`config.mk`:
```
export PLATFORM = sky130hd
export DESIGN_NAME = hpe_cmp
export DESIGN_NICKNAME = d
export VERILOG_FILES = /design/src/hdl/hpe_cmp.sv
export SDC_FILE = /design/constraint.sdc
export NUM_CORES = 1
export LEC_CHECK = 0
export BUFFER_PORTS_ARGS = -buffer_cell sky130_fd_sc_hd__buf_4
export CORE_ASPECT_RATIO = 0.75
export CORE_UTILIZATION = 37
export DETAILED_ROUTE_END_ITERATION = 7
export PLACE_DENSITY = 0.89
export SLEW_MARGIN = 20
export SYNTH_ARGS = -nofsm -noshare
export SYNTH_HDL_FRONTEND = slang
export SYNTH_SLANG_ARGS = --single-unit
```
`constraint.sdc`:
```
create_clock -name vclk -period 1.6
set_clock_uncertainty 0.1 [all_clocks]
set_input_delay 0.16 -clock vclk [all_inputs]
set_output_delay 0.16 -clock vclk [all_outputs]
set_load 0.1 [all_outputs]
```
`src/hdl/hpe_cmp.sv`:
```
// Shared key comparator: lt is high when a is ordered strictly before b.
module hpe_cmp #(
  parameter int KW = 32
) (
  input  logic [KW-1:0] a,
  input  logic [KW-1:0] b,
  input  logic          signed_mode,
  output logic          lt
);

  logic [KW-1:0] a_m;
  logic [KW-1:0] b_m;

  // flipping the sign bit maps two's complement order onto unsigned order
  assign a_m = {a[KW-1] ^ signed_mode, a[KW-2:0]};
  assign b_m = {b[KW-1] ^ signed_mode, b[KW-2:0]};
  assign lt  = a_m < b_m;

endmodule

```
Yosys cells after proc, flatten, opt, wreduce, memory -nomap -nowiden
Cells that the tools add are included.

Word-level logic and storage cells: 3. Input bits: 65. Bits in registers: 0.

Order comparisons: 1. Bitwise gates (word level): 2.

Operators with widths (count): $lt A32 B32 Y1 (1); $xor A1 B1 Y1 (2).

Longest topological paths before layout
Depth in word-level cells: 2. Depth in mapped cells: 7.

Worst setup path after synthesis
Ideal clock, no wire load.

Path kind: input -> output. Start point: input signed_mode. End point: output lt. Buffers on the path: 0. Arrival: 2622 ps. Slack: -1282 ps. Cell stages on the path: 6. Required time: 1340 ps. Path through: xor2_1 ha_1 and4_1 a221oi_1 o21ai_0 a21oi_1.

Word-level cells in the longest chain between the ends: 2.

Ends and longest elaborated chain: start: declaration (line 7) `input logic signed_mode,`; $xor A1 B1 Y1, on equally long branches (line 15, 16); $lt A32 B32 Y1 (*) (line 17) `assign lt = a_m < b_m;`; end: declaration (line 8) `output logic lt`.

Every way passes the cells marked *; elsewhere a longest branch is shown, timed or not.

Final worst setup path
Start point: input b[11]. End point: output lt.

Word-level cells in the longest chain between the ends: 1.

Ends and longest elaborated chain: start: declaration (line 6) `input logic [KW-1:0] b,`; $lt A32 B32 Y1 (line 17).

Every way passes these cells.

==> reports/qor.txt <==
Num rows: 14
Vias in the first global route: 1055
Post-synthesis sequential area ratio: 0
Fill cells: 170
Starting density of the core: 0.394
PortBufs: 66
Fraction of layout cells with a size suffix above 1: 0.484
Area Overhead vs Synth: 91.2%
CP Launch Type: input port
Detailed placer's ending HPWL: 2200 um
CP Data Required Time: 1.34 ns
FF+latch count: 0
Final Cell Area: 0.00152 mm2
Number of routed nets with antenna violations: 0
RSZ-0062 raised after global routing: true
Worst-path maximum fanout: 2
Setup TNS: -0.321 ns
Count of cell types in the netlist: 19
Crit share post-route: 1.20
Ant diodes: 0
CLK BUF: 0
GRT Overall Usage: 0.209
F_max: 520 MHz
Setup WS pre-CTS: -0.451 ns
WL/cell: 12.0 um
# nets final: 284
Area after DPL: 0.00138 mm2
CP cell instances: buf_4 > inv_1 > ha_4 > nand4_1 > or4_4 > o211ai_2 > a21oi_4 > buf_12
Die width: 55.5 um
Failing checks: setup timing
Net Sw Power: 194 uW
Hold Fails Final Rpt: 0
Via count: 1004
Die Footprint: 0.00234 mm2
Clock Power Share: 0
WS Path Type: input port to output port
Power share of the combinational group: 1.000
Worst slew pin tran: 0.256 ns
Non-filler cells, final: 210
Switching part of the total: 0.434
Initial DRC Count: 14
Reg area: 0 um2
Max-Cap Viols: 0
Die height: 42.1 um
WP buf/inv: 3
DR DRC count: 0
Fin util: 0.754
Syn Area/Cell: 7.09 um2
Leakage: 0.880 nW
Hold WC Path Type: input port to output port
Mapped Nets: 208
Worst setup margin: -0.321 ns
Power Total: 446 uW
Drt first pass iters: 4
Routed Wire Length: 2530 um
Tmin final: 1.92 ns
Share of power burned in registers: 0
Core footprint: 0.00201 mm2
Status: finished with violations
Cell family with most CP delay: simple AND/OR/NAND/NOR gates
Final setup fails: 1
CP endpoint kind: output port
IR drop worst, VDD: 0.219 mV
Final Max Tran Viols: 0
Syn. warnings: 0
Post-Syn Area: 795 um2
Power Internal: 252 uW
Placer Congestion: 0.704
Post-Syn Instances: 112
Routed vias/inst: 4.78
Initial antenna violation count: 0
Inst Count DP: 208
Grt ovf: 0
Pwr dens: 294 mW/mm2
CP max stage cell: or4_4
Hold slack: 0.778 ns
Worst EP arrival: 1.66 ns
CP max stage delay: 0.53 ns
Relative slew slack: 0.827
First-pass GRT wire length: 4030 um
Ports: 66
Largest net degree at the start of global routing: 4
-- synthesized netlist by cell type (all sizes together) (2+ instances only) --
| cell type | number | area [um2] |
|---|---|---|
| nand4 | 2 | 12.5 |
| inv | 31 | 116 |
| a21oi | 12 | 60.1 |
| ha | 31 | 388 |
| nor2 | 3 | 11.3 |
| nand3 | 2 | 10.0 |
| o21a | 2 | 15.0 |
| a221oi | 2 | 17.5 |
| and4 | 3 | 26.3 |
| a21o | 2 | 15.0 |
| o21ai | 5 | 25.0 |
| nand2 | 10 | 37.5 |
-- area by class of cell --
type,instances,area [um2],area share
Inverter,31,116,0.0766
Multi-Input combinational cell,81,797,0.525
Tap cell,24,30.0,0.0198
Timing Repair Buffer,74,576,0.379
-- power groups by stage --
stage / Clock (mW) / Combinational [mW] / Sequential (mW)
floorplan: 0 / 0.195 / 0
global placement: 0 / 0.364 / 0
detailed placement: 0 / 0.385 / 0
CTS: 0 / 0.410 / 0
global route: 0 / 0.496 / 0
finish: 0 / 0.446 / 0
-- placed cells by master, fill, tap and decap left out --
master / n
ha_4: 6
or4_4: 1
o21ai_1: 1
a2bb2oi_2: 1
o21ai_0: 3
and4_1: 2
xnor2_1: 1
a21o_1: 2
ha_1: 25
buf_4: 71
nor2_1: 3
nand2_1: 10
and4_4: 1
o2bb2ai_1: 1
buf_6: 2
a221oi_2: 2
buf_12: 1
inv_1: 30
nand3_1: 2
a21oi_1: 10
nor3_1: 1
o21a_1: 2
a21oi_4: 1
o21ai_2: 1
o211ai_2: 1
nand4_1: 2
inv_2: 1
a21oi_2: 1
xor2_1: 1
-- cell families (layout without fill, tap and decap cells) --
| family | count (synthesis) | count (layout) | synth area share |
|---|---|---|---|
| simple gates | 22 | 22 | 0.139 |
| xor+xnor | 2 | 2 | 0.0221 |
| compound gates | 26 | 26 | 0.205 |
| buf+inv | 31 | 105 | 0.146 |
| fa+ha+maj | 31 | 31 | 0.488 |
-- worst paths after layout --
check	startpoint	endpoint	slack, ns	cells past startpoint
setup / recovery	b[11]	lt	-0.32	8
hold / removal	a[15]	lt	0.78	6
-- routing by layer --
metal	vias up	track usage	routed length, um	part of all wire
li1	533	-	-	-
met4	0	0.0650	80	0.032
met3	8	0.0216	89	0.035
met1	434	0.206	912	0.36
met5	-	0	0	0
met2	29	0.451	1450	0.57
-- timing repair --
action / CTS / global route
pin swaps: 5 / 4
hold buffers: 0 / 0
setup endpoints to repair: 1 / 1
resized for setup: 5 / 14
buffers inserted: 1 / 1
No activity file was read; power rests on OpenSTA's default activity.
